**src/rtl/core/utf8d_pkg.sv**
```systemverilog
// ----------------------------------------------------------------------------
// utf8d_pkg
// Shared types and constants for the UTF-8 byte decoder.
// ----------------------------------------------------------------------------
package utf8d_pkg;

  localparam int unsigned CpWidth   = 21;
  localparam int unsigned ByteWidth = 8;
  localparam int unsigned HeldDepth = 3;  // last byte of a sequence is never stored

  // Sequence lengths
  localparam logic [2:0] LenNone  = 3'd0;
  localparam logic [2:0] LenTwo   = 3'd2;
  localparam logic [2:0] LenThree = 3'd3;
  localparam logic [2:0] LenFour  = 3'd4;

  // Replacement character '?'
  localparam logic [CpWidth-1:0] Replacement = 21'h00003F;

  // Decoder sequence state
  typedef struct packed {
    logic [2:0] needed;  // total length of open sequence, 0 when none
    logic [1:0] count;   // bytes gathered so far
  } seq_state_t;

  // Per-item decode outcome
  typedef struct packed {
    logic               res_valid;
    logic [CpWidth-1:0] code_point;
    logic               is_error;
    logic               wr_en;
    logic [1:0]         wr_idx;
    seq_state_t         state_next;
  } dec_out_t;

endpackage

```
**src/rtl/core/utf8d_decode.sv**
```systemverilog
// ----------------------------------------------------------------------------
// utf8d_decode
// Combinational decode of one byte against the open sequence state.
// ----------------------------------------------------------------------------
module utf8d_decode (
  input  logic                                                   enabled,
  input  logic [utf8d_pkg::ByteWidth-1:0]                        in_byte,
  input  utf8d_pkg::seq_state_t                                  state,
  input  logic [utf8d_pkg::HeldDepth-1:0][utf8d_pkg::ByteWidth-1:0] held,
  output utf8d_pkg::dec_out_t                                    dec
);

  logic [2:0] count_inc;

  assign count_inc = {1'b0, state.count} + 3'd1;

  always_comb begin
    dec            = '0;
    dec.state_next = state;
    if (enabled) begin
      if (state.needed == utf8d_pkg::LenNone) begin
        // no sequence open: ASCII, lead byte or bad lead
        if (in_byte[7] == 1'b0) begin
          dec.res_valid  = 1'b1;
          dec.code_point = {13'd0, in_byte};
        end else if (in_byte[7:5] == 3'b110 || in_byte[7:4] == 4'b1110 ||
                     in_byte[7:3] == 5'b11110) begin
          dec.wr_en            = 1'b1;
          dec.wr_idx           = 2'd0;
          dec.state_next.count = 2'd1;
          if (in_byte[7:5] == 3'b110) begin
            dec.state_next.needed = utf8d_pkg::LenTwo;
          end else if (in_byte[7:4] == 4'b1110) begin
            dec.state_next.needed = utf8d_pkg::LenThree;
          end else begin
            dec.state_next.needed = utf8d_pkg::LenFour;
          end
        end else begin
          dec.res_valid  = 1'b1;
          dec.code_point = utf8d_pkg::Replacement;
          dec.is_error   = 1'b1;
        end
      end else if (in_byte[7:6] != 2'b10) begin
        // broken sequence: drop it and discard this byte
        dec.res_valid  = 1'b1;
        dec.code_point = utf8d_pkg::Replacement;
        dec.is_error   = 1'b1;
        dec.state_next = '0;
      end else if (count_inc >= state.needed) begin
        // last continuation byte: assemble with current byte as the tail
        dec.res_valid  = 1'b1;
        dec.state_next = '0;
        case (state.needed)
          utf8d_pkg::LenTwo: begin
            dec.code_point = {10'd0, held[0][4:0], in_byte[5:0]};
          end
          utf8d_pkg::LenThree: begin
            dec.code_point = {5'd0, held[0][3:0], held[1][5:0], in_byte[5:0]};
          end
          default: begin
            dec.code_point = {held[0][2:0], held[1][5:0], held[2][5:0], in_byte[5:0]};
          end
        endcase
      end else begin
        // middle continuation byte: store it
        dec.wr_en            = 1'b1;
        dec.wr_idx           = state.count;
        dec.state_next.count = count_inc[1:0];
      end
    end
  end

endmodule

```
**src/rtl/core/utf8_byte_decoder.sv**
```systemverilog
// ----------------------------------------------------------------------------
// utf8_byte_decoder
// UTF-8 byte stream to code point decoder, one byte per clock unless the output stalls.
// ----------------------------------------------------------------------------
// Takes one byte per item and returns a code point when a character is
// complete: ASCII at once, 2 to 4 byte sequences with their last byte, and
// '?' flagged by is_error for a bad lead or a broken sequence (the breaking
// byte is dropped). Overlong forms and surrogates are not checked. A byte is
// taken every clock unless the output stalls; each item is caught in an input
// register, decoded, and written to the result register when that is free,
// so a result is offered from the result register after its byte has passed
// the input register. Results wait in the output register while the next
// byte is taken. Write output_enabled through cfg_we/cfg_wdata only while
// idle; with it low every byte is dropped and the sequence state is kept.
module utf8_byte_decoder (
  input  logic                                clk,
  input  logic                                rst,
  input  logic                                cfg_we,
  input  logic                                cfg_wdata,
  input  logic                                in_valid,
  output logic                                in_stall,
  input  logic [utf8d_pkg::ByteWidth-1:0]     in_byte,
  output logic                                out_valid,
  input  logic                                out_stall,
  output logic [utf8d_pkg::CpWidth-1:0]       code_point,
  output logic                                is_error
);

  logic                                                      enabled;
  logic                                                      s1_valid;
  logic [utf8d_pkg::ByteWidth-1:0]                           s1_byte;
  utf8d_pkg::seq_state_t                                     state;
  logic [utf8d_pkg::HeldDepth-1:0][utf8d_pkg::ByteWidth-1:0] held;
  logic [utf8d_pkg::CpWidth-1:0]                             out_cp;
  logic                                                      out_err;
  utf8d_pkg::dec_out_t                                       dec;
  logic                                                      advance;
  logic                                                      in_take;

  // handshake
  assign advance   = s1_valid && (!out_valid || !out_stall);
  assign in_stall  = s1_valid && !advance;
  assign in_take   = in_valid && !in_stall;
  assign code_point = out_cp;
  assign is_error   = out_err;

  utf8d_decode u_decode (
    .enabled (enabled),
    .in_byte (s1_byte),
    .state   (state),
    .held    (held),
    .dec     (dec)
  );

  // control state
  always_ff @(posedge clk) begin
    if (rst) begin
      enabled   <= 1'b1;
      s1_valid  <= 1'b0;
      out_valid <= 1'b0;
      state     <= '0;
    end else begin
      if (cfg_we) begin
        enabled <= cfg_wdata;
      end
      if (in_take) begin
        s1_valid <= 1'b1;
      end else if (advance) begin
        s1_valid <= 1'b0;
      end
      if (advance) begin
        out_valid <= dec.res_valid;
        state     <= dec.state_next;
      end else if (out_valid && !out_stall) begin
        out_valid <= 1'b0;
      end
    end
  end

  // payload registers
  always_ff @(posedge clk) begin
    if (in_take) begin
      s1_byte <= in_byte;
    end
    if (advance && dec.res_valid) begin
      out_cp  <= dec.code_point;
      out_err <= dec.is_error;
    end
    if (advance && dec.wr_en) begin
      case (dec.wr_idx)
        2'd0:    held[0] <= s1_byte;
        2'd1:    held[1] <= s1_byte;
        2'd2:    held[2] <= s1_byte;
        default: held[0] <= held[0];
      endcase
    end
  end

endmodule

```
**config.mk**
```make
export PLATFORM = sky130hd
export DESIGN_NAME = utf8_byte_decoder
export DESIGN_NICKNAME = d
export VERILOG_FILES = /design/src/rtl/core/utf8d_pkg.sv /design/src/rtl/core/utf8d_decode.sv /design/src/rtl/core/utf8_byte_decoder.sv
export SDC_FILE = /design/constraint.sdc
export NUM_CORES = 1
export LEC_CHECK = 0
export BUFFER_PORTS_ARGS = -buffer_cell sky130_fd_sc_hd__buf_4
export CORE_MARGIN = 2
export CORE_UTILIZATION = 52
export DETAILED_ROUTE_END_ITERATION = 10
export MAX_ROUTING_LAYER = met4
export PLACE_DENSITY = 0.78
export SYNTH_ARGS = -nofsm -noshare
export SYNTH_HDL_FRONTEND = slang
export SYNTH_HIERARCHICAL = 1
export SYNTH_SLANG_ARGS = --single-unit
```
**constraint.sdc**
```tcl
create_clock -name clk -period 6.75 [get_ports clk]
set_input_delay 0.675 -clock clk [delete_from_list [all_inputs] [get_ports clk]]
set_output_delay 0.675 -clock clk [all_outputs]
set_load 0.01 [all_outputs]
```
After elaboration in Yosys (flattened, before gate mapping)

Index checks and enable logic that the tools add are counted.

Register bits: 55
Input bits: 14
Logic and storage cells: 67

Reduce and logical (&&, ||, !) cells: 23
Mux-type cells: 21
Order comparisons: 1
Eq/ne operators: 10
Add/subtract/negate cells: 1

Operator list:

| kind                | count |
|---|---|
| $mux 22             | 3 |
| $mux 31             | 2 |
| $pmux 21 s2         | 1 |
| $mux 23             | 1 |
| $mux 3              | 5 |
| $mux 9              | 1 |
| $mux 8              | 1 |
| $eq 3x2->1 const B  | 2 |
| $logic_and 1x1->1   | 6 |
| $ne 2x2->1 const B  | 3 |
| $reduce_and 2->1    | 3 |
| $eq 5x5->1 const B  | 1 |
| $mux 1              | 5 |
| $mux 5              | 1 |
| $reduce_and 5->1    | 1 |
| $eq 4x4->1 const B  | 1 |
| $logic_not 1->1     | 4 |
| $reduce_and 4->1    | 1 |
| $reduce_bool 2->1   | 2 |
| $add 2x1->3 const B | 1 |
| $eq 3x3->1 const B  | 1 |
| $ge 3x3->1          | 1 |
| $logic_not 3->1     | 1 |
| $logic_or 1x1->1    | 3 |
| 5 further kinds     | 5 |

Depth between registers and ports, before layout

Gate-level depths: netlist (run 1).

Depth in word-level cells: 9
Mapped depth: 8
Mapped depth without buffers: 8

Cells and area by module

Netlist (run 1), hierarchy kept.

By module, submodules not included:

| module            | area an instance (µm²) | instances | cells an instance |
|---|---|---|---|
| utf8_byte_decoder | 2,008.2                | 1         | 94 |
| utf8d_decode      | 633.1                  | 1         | 106 |

Worst setup path before layout (run 1)

No wires, ideal clock.

Kind: register to register
From: register state[0] (netlist name)
To: register held[10] in the netlist's numbering (enable)
Period minus slack after synthesis: 2.996 ns
Slack: 3.754 ns
Setup time: 0.398 ns
Path buffers: 0
Cell stages (with the launch flop): 9
Arrival time: 2.598 ns
Path through: dfxtp_1 -> ha_1 -> ha_1 -> a21oi_1 -> o21ai_2 -> or3_1 -> a21oi_1 -> nand2_1 -> nor4b_1

RTL lines:

| element       | RTL line                | source |
|---|---|---|
| end, declared | utf8_byte_decoder.sv:33 | `logic [utf8d_pkg::HeldDepth-1:0][utf8d_pkg::ByteWidth-1:0] held;` |

==> metrics.txt, run 1 <==
outcome completed; Overflow after GRT 0; Inserted Clock Buffers 5; area of the core 0.00441 mm^2; GR met2 Demand/Resource 0.266; worst ir drop on vdd roughly 0.13 mV; clock network fraction of total power 0.285; count of buffers added by post-CTS timing repair for setup 0; WP data required 6.68 ns; Placed Cells incl. Taps 274; Area after DPL roughly 0.0027 mm^2; antenna violations before repair 0; area added between synthesis and finish 16.2%; switching power 139 uW; final critical path time including I/O delays and setup 3.26 ns; synth warn 6; reg-to-reg setup timing slack roughly 3.5 ns; net count of the mapped netlist around 210; pwr/cell area 219 mW/mm^2; maximum number of pins on one net before global-route repair 23; global-route met3 utilization 0.0417; number of top-level pins 38; Seq pwr share 0.632; ordered list of cells on the worst path ha_1 -> nor2b_1 -> o21ai_2 -> or3_1 -> a21oi_1 -> nand2_1 -> nor4b_1; number of design-rule violations left by the first detailed-router iteration between 100 and 150; Switching Share 0.224; TritonCTS clock tree built; vias in the first global route ~1400; Mapped Avg Cell Area 12.6 um^2; Worst slew margin 0.151; global-route wire length before repair 6.63 mm; number of iterations in the first detailed-routing pass 4; aggregate routed wire length 4.17 mm; actual slew at the worst max-slew pin between 1 and 1.5 ns; commonest cells after routing, fill and taps aside 47 x edfxtp_1, 37 x buf_4, 20 x nor2_1; buffer levels on the longest clock path 2; overall via count from detail_route 1582; Gate power share 0.083; classification of the worst-slack hold path flop to flop; proportion of layout cells with a drive suffix above 1 0.222; effective utilization at floorplan 0.551; worst clock skew 0.0110 ns; worst-skew pair later-pin latency 0.31 ns; post-synthesis instance total approximately 190; Post-DP HPWL ~3 mm; highest clock frequency the design can meet 0.307 GHz; leading cell type in the layout, fill and taps excluded edfxtp_1; Final Instance Area approximately 0.0028 mm^2; GRT Resource Usage Total 0.174; master cell of the clock root buffer clkbuf_8; via count normalized by instance count 5.61; number of diodes 0; Fin. Hold Viols 0; Worst path slowest cell nor4b_1; Chip Height 72.4 um; critical path capture point type flop; maximum level of the CTS H-tree 2; data arrival time of the critical path 3.19 ns; sequential cell area 0.00157 mm^2; Antenna Nets Post-Route 0; global placement routability congestion 0.898; number of pins exceeding their max-slew limit in the final report 0; overall die area 0.00524 mm^2; Finished Layout Cells 282; Startpoint Class flop; Int Pwr 480 uW; multi-input gate area in the final layout roughly 800 um^2; global route hottest layer met2; DR DRC count 0; crit-path max cell delay around 0.98 ns; capture point of the critical path held[10]; horizontal die dimension between 70 and 80 um; post-synth design cell area between 0.002 and 0.0025 mm^2; floorplan row count 24; buffers added on ports 37; number of gates resized after CTS 0; static leakage 0.00103 uW; clk slew on worst S/H paths 0.09 ns; TritonCTS sink count 55; type of the worst setup path flop to flop; final setup fails 0; number of nets in the finished design 247; crit-path max FO 15; end of the worst register-to-register path held[10]; WHS 0.524 ns; number of hold-repair buffers added at the cts stage 0; Register-to-Register Path Depth 7; final sum of negative setup slack 0 ns; fillers 330; setup repair after global routing missed its margin false; critical path launch point state[2]; max-capacitance violation count 0; beginning of the worst register-to-register path state[2]; Global Route met1 Usage 0.229; share of the clock period used by the worst path after layout 0.483; final routed wire length divided by cell count 14.8 um
state kept, by name, summed over array words and instances (netlist names):
signal      cells
is_error        1
state           5
s1_valid        1
enabled         1
s1_byte         8
out_valid       1
code_point     21
held           17
final cells by class:
class	count	share of cell area
multi-input cells	124	0.283
clock buffers	6	0.0257
well taps	52	0.0230
flip-flops and latches	55	0.556
clock inverters	2	0.00576
repair buffers	37	0.0983
inverters	6	0.00797
critical path: cells and delay by family (launching register included):
| kind | cells | cell delay (ns) |
|---|---|---|
| AOI/OAI and AO/OA | 2 | 0.27 |
| adders and majority gates | 1 | 0.34 |
| and+or+nand+nor | 4 | 1.59 |
| DFF | 1 | 0.68 |
power by group through the flow:
stage	Sequential, uW	Combinational [uW]	Clock (uW)
finish	391	51.5	176
global route	393	56.8	195
CTS	391	52.1	181
detailed placement	399	52.0	0
global placement	398	51.0	0
floorplan	398	27.9	0
worst min-delay path by stage:
stage	endpoint	cells past startpoint	start	slack [ns]
floorplan	held[0]	0	s1_byte[0]	0.46
global placement	state[1]	2	state[1]	0.50
detailed placement	state[1]	2	state[1]	0.51
CTS	state[1]	2	state[1]	0.53
global route	s1_byte[5]	1	in_byte[5]	0.53
finish	state[1]	2	state[1]	0.52
metal layers:
metal  vias up  routed length (um)  part of all wire
met4         0                  42             0.010
met1       730                1850              0.44
met5         -                   0                 0
met3         4                 345             0.083
met2        62                1930              0.46
li1        786                   -                 -
stage by stage:
stage,setup WS (ns),total power (uW),utilization
final,3.49,619,0.640
after global routing,3.18,645,0.640
after CTS,3.52,624,0.640
after detailed placement,3.51,451,0.620
after global placement,3.59,449,0.620
after floorplan,3.82,426,-
Power figures use the tool's default switching activity.
==> inputs of run 2 (changes only) <==
- ABC_AREA: unset -> 1
- PLACE_DENSITY: 0.78 -> 0.8
- clock period: 6.75 -> 2.8 ns (I/O delays scaled with it)
==> run 2 against run 1 <==
Against the previous run:
- cell area is 9.7% higher
- clock skew shrank 0.0059 ns
- sequential cell count stayed put
- core utilization shrank 2.6 points
- worst setup slack worse by 3.3 ns
- worst hold slack got worse by 0.39 ns
- critical path type unchanged
- largest power group unchanged
- highest routed layer unchanged
==> metrics.txt, run 2 <==
outcome completed; data arrival time of the critical path 2.55 ns (-0.64 ns); maximum level of the CTS H-tree 2 (unchanged); area of the core 0.00504 mm^2 (+14%); floorplan row count 26 (+8.3%); vias in the first global route 1753 (+24%); number of iterations in the first detailed-routing pass 4 (unchanged); post-synthesis instance total 265 (+37%); buffer levels on the longest clock path 2 (unchanged); type of the worst setup path flop to flop; fillers 431 (+31%); final critical path time including I/O delays and setup 2.59 ns (-0.671 ns); leading cell type in the layout, fill and taps excluded nand2_1; number of nets in the finished design 323 (+31%); antenna violations before repair 0 (unchanged); multi-input gate area in the final layout 911 um^2 (+14%); number of diodes 0 (unchanged); commonest cells after routing, fill and taps aside 61 x nand2_1, 47 x edfxtp_1, 38 x buf_4; global-route wire length before repair 8.02 mm (+21%); Register-to-Register Path Depth 9 (+2); Final Instance Area 0.00310 mm^2 (+9.7%); buffers added on ports 37 (unchanged); number of top-level pins 38 (unchanged); maximum number of pins on one net before global-route repair 23 (unchanged); classification of the worst-slack hold path primary input to flop; reg-to-reg setup timing slack 0.21 ns (-3.28 ns); clk slew on worst S/H paths 0.09 ns (about the same); worst-skew pair later-pin latency 0.31 ns (about the same); worst clock skew 0.00516 ns (-0.00586 ns); number of buffer and inverter stages on the critical path 0 (unchanged); top cell family by delay on the critical path simple AND/OR/NAND/NOR gates; number of pins exceeding their max-slew limit in the final report 0 (unchanged); area added between synthesis and finish 15.7%; Overflow after GRT 0 (unchanged); max-capacitance violation count 0 (unchanged); proportion of layout cells with a drive suffix above 1 0.245 (+0.0234); Fin. Hold Viols 0 (unchanged); critical path capture point type flop; Chip Height 75.8 um (+4.7%); Worst slew margin 0.637 (+0.486); global placement routability congestion 0.959 (+6.8%); crit-path max FO 7 (-8); ordered list of cells on the worst path ha_1 -> ha_1 -> a21oi_1 -> nand3_2 -> nand2_1 -> nand2_1 -> nor2_1 -> nand3_4 -> nor2_1; instance count along the most critical hold path 2 (unchanged); effective utilization at floorplan 0.531 (-0.0197); worst ir drop on vdd 0.387 mV (+200%); final routed wire length divided by cell count 13.1 um (-11%); TritonCTS sink count 55 (unchanged); Antenna Nets Post-Route 0 (unchanged); synth warn 6 (unchanged); Area after DPL 0.00300 mm^2 (+9.5%); setup repair after global routing missed its margin false; Mapped Avg Cell Area 10.1 um^2 (-20%); GRT Resource Usage Total 0.198 (+0.0237); share of the clock period used by the worst path after layout 0.926 (+0.442); crit-path max cell delay 0.44 ns (-0.54 ns); highest clock frequency the design can meet 0.386 GHz (+26%); overall die area 0.00574 mm^2 (+9.6%); master cell of the clock root buffer clkbuf_8; final sum of negative setup slack 0 ns (unchanged); count of buffers added by post-CTS timing repair for setup 0 (unchanged); Post-DP HPWL 3.77 mm (+25%); aggregate routed wire length 4.93 mm (+18%); sequential cell area 0.00157 mm^2 (unchanged); WP data required 2.76 ns (-3.92 ns); final setup fails 0 (unchanged); post-synth design cell area 0.00268 mm^2 (+10%); number of design-rule violations left by the first detailed-router iteration 121 (unchanged); net count of the mapped netlist 283 (+34%); static leakage 0.00135 uW (+32%); Startpoint Class flop; DR DRC count 0 (unchanged); TritonCTS clock tree built; actual slew at the worst max-slew pin 0.544 ns (-0.727 ns); flip-flop count of the largest register, all copies and words added 21 (unchanged); stages on the worst setup path 9 (+2); via count normalized by instance count 4.99 (-11%); pwr/cell area 538 mW/mm^2 (+150%); horizontal die dimension 75.8 um (+4.7%); Worst path slowest cell dfxtp_1; Inserted Clock Buffers 5 (unchanged); overall via count from detail_route 1877 (+19%)
## run 2: worst paths after layout
| kind | startpoint | to |
|---|---|---|
| max | state[0] | held[0] |
| min | rst | s1_valid |
| max reg2reg | state[0] | held[0] |
| min reg2reg | state[1] | state[1] |
## run 2: area by class of cell
| class | count | share of cell area |
|---|---|---|
| clock inverters | 2 | 0.00565 |
| multi-input cells | 167 | 0.294 |
| flip-flops and latches | 55 | 0.507 |
| inverters | 38 | 0.0460 |
| clock buffers | 6 | 0.0267 |
| repair buffers | 38 | 0.0921 |
| well taps | 70 | 0.0283 |
## run 2: layer usage
metal  GRT usage  wire (um)  up-vias
met4      0.0858        133        0
met5           -          0        -
met1       0.247       2170      834
met2       0.308       2310       72
met3      0.0450        309       12
li1            -          -      959
## run 2: timing repair
action | CTS | global route
hold buffers | 0 | 0
gates resized for setup | 0 | 1
setup endpoints to repair | 0 | 3
## run 2: through the flow
step                      setup slack [ns]  power, uW  cells   util  hold WS, ns
final                                0.208       1670    376  0.614        0.134
after global routing              0.000647       1740    376  0.614        0.129
after CTS                            0.191       1680    376  0.614        0.126
after detailed placement             0.240       1220    368  0.594        0.457
after global placement               0.340       1220    368  0.594        0.455
after floorplan                     0.0221       1150    265      -        0.349
## run 2: where the power goes
part / internal, uW / switching [uW]
Combinational: 90.1 / 159
Clock: 207 / 252
Sequential: 927 / 30.3
==> inputs of run 3 (changes only) <==
- CORE_UTILIZATION: 52 -> 50
- PLACE_DENSITY: 0.8 -> 0.78
- SYNTH_HIERARCHICAL: 1 -> unset
==> run 3 against run 2 <==
Against the previous run:
- clock-buffer cell count is the same
- sequential cell count did not move
- cell count is 7.7% lower
- power decreased by 4.9%
- die area down 3.1%
- via count decreased by 8.4%
- wire length fell by 14%
- cell area decreased by 5.7%
- maximum frequency up 12%
- combinational power decreased by 17%
- core utilization about the same
- clock power decreased by 6.8%
- largest power group unchanged
==> metrics.txt, run 3 <==
final critical path time including I/O delays and setup 2.32 ns (-0.273 ns); WP data required 2.76 ns (about the same); Overflow after GRT 0 (unchanged); global placement routability congestion 0.931 (-2.9%); simple-gate area share of the yosys netlist 0.201; flip-flop count of the largest register, all copies and words added 21 (unchanged); synthesis-stage register bit count 55; crit-path max FO 10 (+3); proportion of netlist area held by the largest area contributor 0.567; Chip Height 74.6 um (-1.6%); Gate power share 0.131 (-0.019); share of the synthesized area in compound gates (AO/OA/AOI/OAI) 0.0819; synth cell count leaders 47 x edfxtp_1, 43 x nand2_1, 26 x inv_1; data arrival time of the critical path 2.28 ns (-0.27 ns); antenna violations before repair 0 (unchanged); fillers 400 (-7.2%); clk slew on worst S/H paths 0.10 ns (about the same); actual slew at the worst max-slew pin 0.410 ns (-0.134 ns); leading cell type in the layout, fill and taps excluded edfxtp_1; share of synthesized flip-flops with an asynchronous set or reset 0; Finished Layout Cells 347 (-7.7%); maximum level of the CTS H-tree 2 (unchanged); overall via count from detail_route 1720 (-8.4%); multi-input gate area in the final layout 753 um^2 (-17%); Worst slew margin 0.726 (+0.0891); TritonCTS clock tree built; proportion of layout cells with a drive suffix above 1 0.239 (-0.00581); buffer levels on the longest clock path 2 (unchanged); area added between synthesis and finish 17.3%; share of the clock period used by the worst path after layout 0.828 (-0.0975); floorplan row count 25 (-3.8%); highest clock frequency the design can meet 0.431 GHz (+12%); number of design-rule violations left by the first detailed-router iteration 55 (-55%); global-route wire length before repair 7.20 mm (-10%); Int Pwr 1190 uW (-3.2%); post-synth design cell area 0.00249 mm^2 (-7.0%); main area contributors after synthesis edfxtp_1 57%, nand2_1 6.5%, dfxtp_1 6.4%; final worst slack 0.481 ns (+0.273 ns); arithmetic-cell share of the synthesized area counting full adders, half adders and majority gates 0.0201; number of flops mapped to enable cells by yosys 47; switching power 399 uW (-9.6%); classification of the worst-slack hold path primary input to flop; static leakage 0.00123 uW (-9.1%); xor and xnor fraction of the mapped netlist area 0; vias in the first global route 1618 (-7.7%); Placed Cells incl. Taps 339 (-7.9%); Switching Share 0.252 (-0.0132); combinational family with the most area after synthesis simple AND/OR/NAND/NOR gates; pwr/cell area 542 mW/mm^2 (+0.84%); clock network fraction of total power 0.270 (-0.006); number of pins exceeding their max-slew limit in the final report 0 (unchanged); number of iterations in the first detailed-routing pass 4 (unchanged); number of nets in the finished design 297 (-8.0%); Antenna Nets Post-Route 0 (unchanged); Fin. Hold Viols 0 (unchanged); number of diodes 0 (unchanged); post-synthesis instance total 237 (-11%); aggregate routed wire length 4.26 mm (-14%); max-capacitance violation count 0 (unchanged); commonest cells after routing, fill and taps aside 47 x edfxtp_1, 43 x nand2_1, 40 x buf_4; via count normalized by instance count 4.96 (-0.71%); Startpoint Class flop; synth warn 0 (-6); ys flop type edfxtp_1; DR DRC count 0 (unchanged); worst clock skew 0.00921 ns (+0.00405 ns); fin util 0.614 (about the same); final routed wire length divided by cell count 12.3 um (-6.3%); Inserted Clock Buffers 5 (unchanged); GRT Resource Usage Total 0.180 (-0.0173); mux contribution to synthesized area 0; buffers added on ports 37 (unchanged); number of hold-repair buffers added at the cts stage 0 (unchanged); overall die area 0.00556 mm^2 (-3.1%); most common cell in the netlist edfxtp_1; number of top-level pins 38 (unchanged); worst-skew pair later-pin latency 0.30 ns (about the same); sequential cell area 0.00157 mm^2 (unchanged); pre-CTS worst setup slack 0.497 ns (+0.257 ns); worst ir drop on vdd 0.348 mV (-10%); Post-DP HPWL 3.22 mm (-15%); setup repair after global routing missed its margin false; maximum number of pins on one net before global-route repair 23 (unchanged); final total power 1580 uW (-4.9%); master cell of the clock root buffer clkbuf_8; TritonCTS sink count 55 (unchanged); count of cell types in the netlist 29; critical path capture point type flop; area of the core 0.00475 mm^2 (-5.7%); library cell occupying the most area in the post-synthesis netlist edfxtp_1; horizontal die dimension 74.6 um (-1.6%); number of gates resized after CTS 0 (unchanged); sequential-to-total area share from yosys stat 0.631; Mapped Avg Cell Area 10.5 um^2 (+4.0%); effective utilization at floorplan 0.524 (-0.00733); outcome completed; count of buffers added by post-CTS timing repair for setup 0 (unchanged); net count of the mapped netlist 255 (-9.9%); final sum of negative setup slack 0 ns (unchanged); Seq pwr share 0.599 (+0.024); type of the worst setup path flop to flop; final setup fails 0 (unchanged)
-- run 3: metrics by stage --
| step | hold slack (ns) | cell area [um^2] |
|---|---|---|
| floorplan | 0.349 | 2490 |
| global placement | 0.459 | 2830 |
| detailed placement | 0.459 | 2830 |
| CTS | 0.138 | 2920 |
| global route | 0.123 | 2920 |
| finish | 0.142 | 2920 |
-- run 3: kinds of logic after synthesis --
logic type,after synthesis
buffers and inverters,37
flip-flops,55
AND/OR/NAND/NOR,102
adder cells (fa/ha/maj),4
AO/OA/AOI/OAI,39
-- run 3: path summary, 6_finish.rpt --
kind	end	from	slack (ns)	cells after the start
worst min-delay path	s1_byte[6]	in_byte[6]	0.14	1
worst min register to register	out_valid	out_valid	0.53	2
worst max-delay path	held[1]	state[0]	0.48	8
worst max register to register	held[1]	state[0]	0.48	8
-- run 3: worst max-delay path: stages, from the launching register on --
cell     delay [ns]
dfxtp_1        0.45
ha_1           0.29
ha_1           0.32
nand3_1        0.16
nand3_4        0.20
inv_1          0.07
nand3_1        0.09
nand2_1        0.06
nor2_1         0.33
-- run 3: power by group through the flow --
stage / Sequential, uW / Combinational [uW] / Clock (uW)
2_1_floorplan: 968 / 145 / 0
3_3_place_gp: 967 / 203 / 0
3_5_place_dp: 968 / 209 / 0
4_1_cts: 950 / 210 / 440
5_1_grt: 954 / 237 / 470
6_report: 950 / 207 / 428
-- run 3: final cells by class --
type / instances / area share
Inverter: 32 / 0.0420
Sequential cell: 55 / 0.538
Tap cell: 67 / 0.0287
Timing Repair Buffer: 40 / 0.103
Multi-Input combinational cell: 145 / 0.258
Clock buffer: 6 / 0.0248
Clock inverter: 2 / 0.00600
-- run 3: metal layers --
metal / vias up / part of all wire / track usage
li1: 886 / - / -
met1: 771 / 0.43 / 0.218
met2: 55 / 0.50 / 0.289
met3: 8 / 0.050 / 0.0447
met4: 0 / 0.014 / 0.0754
met5: - / 0 / -
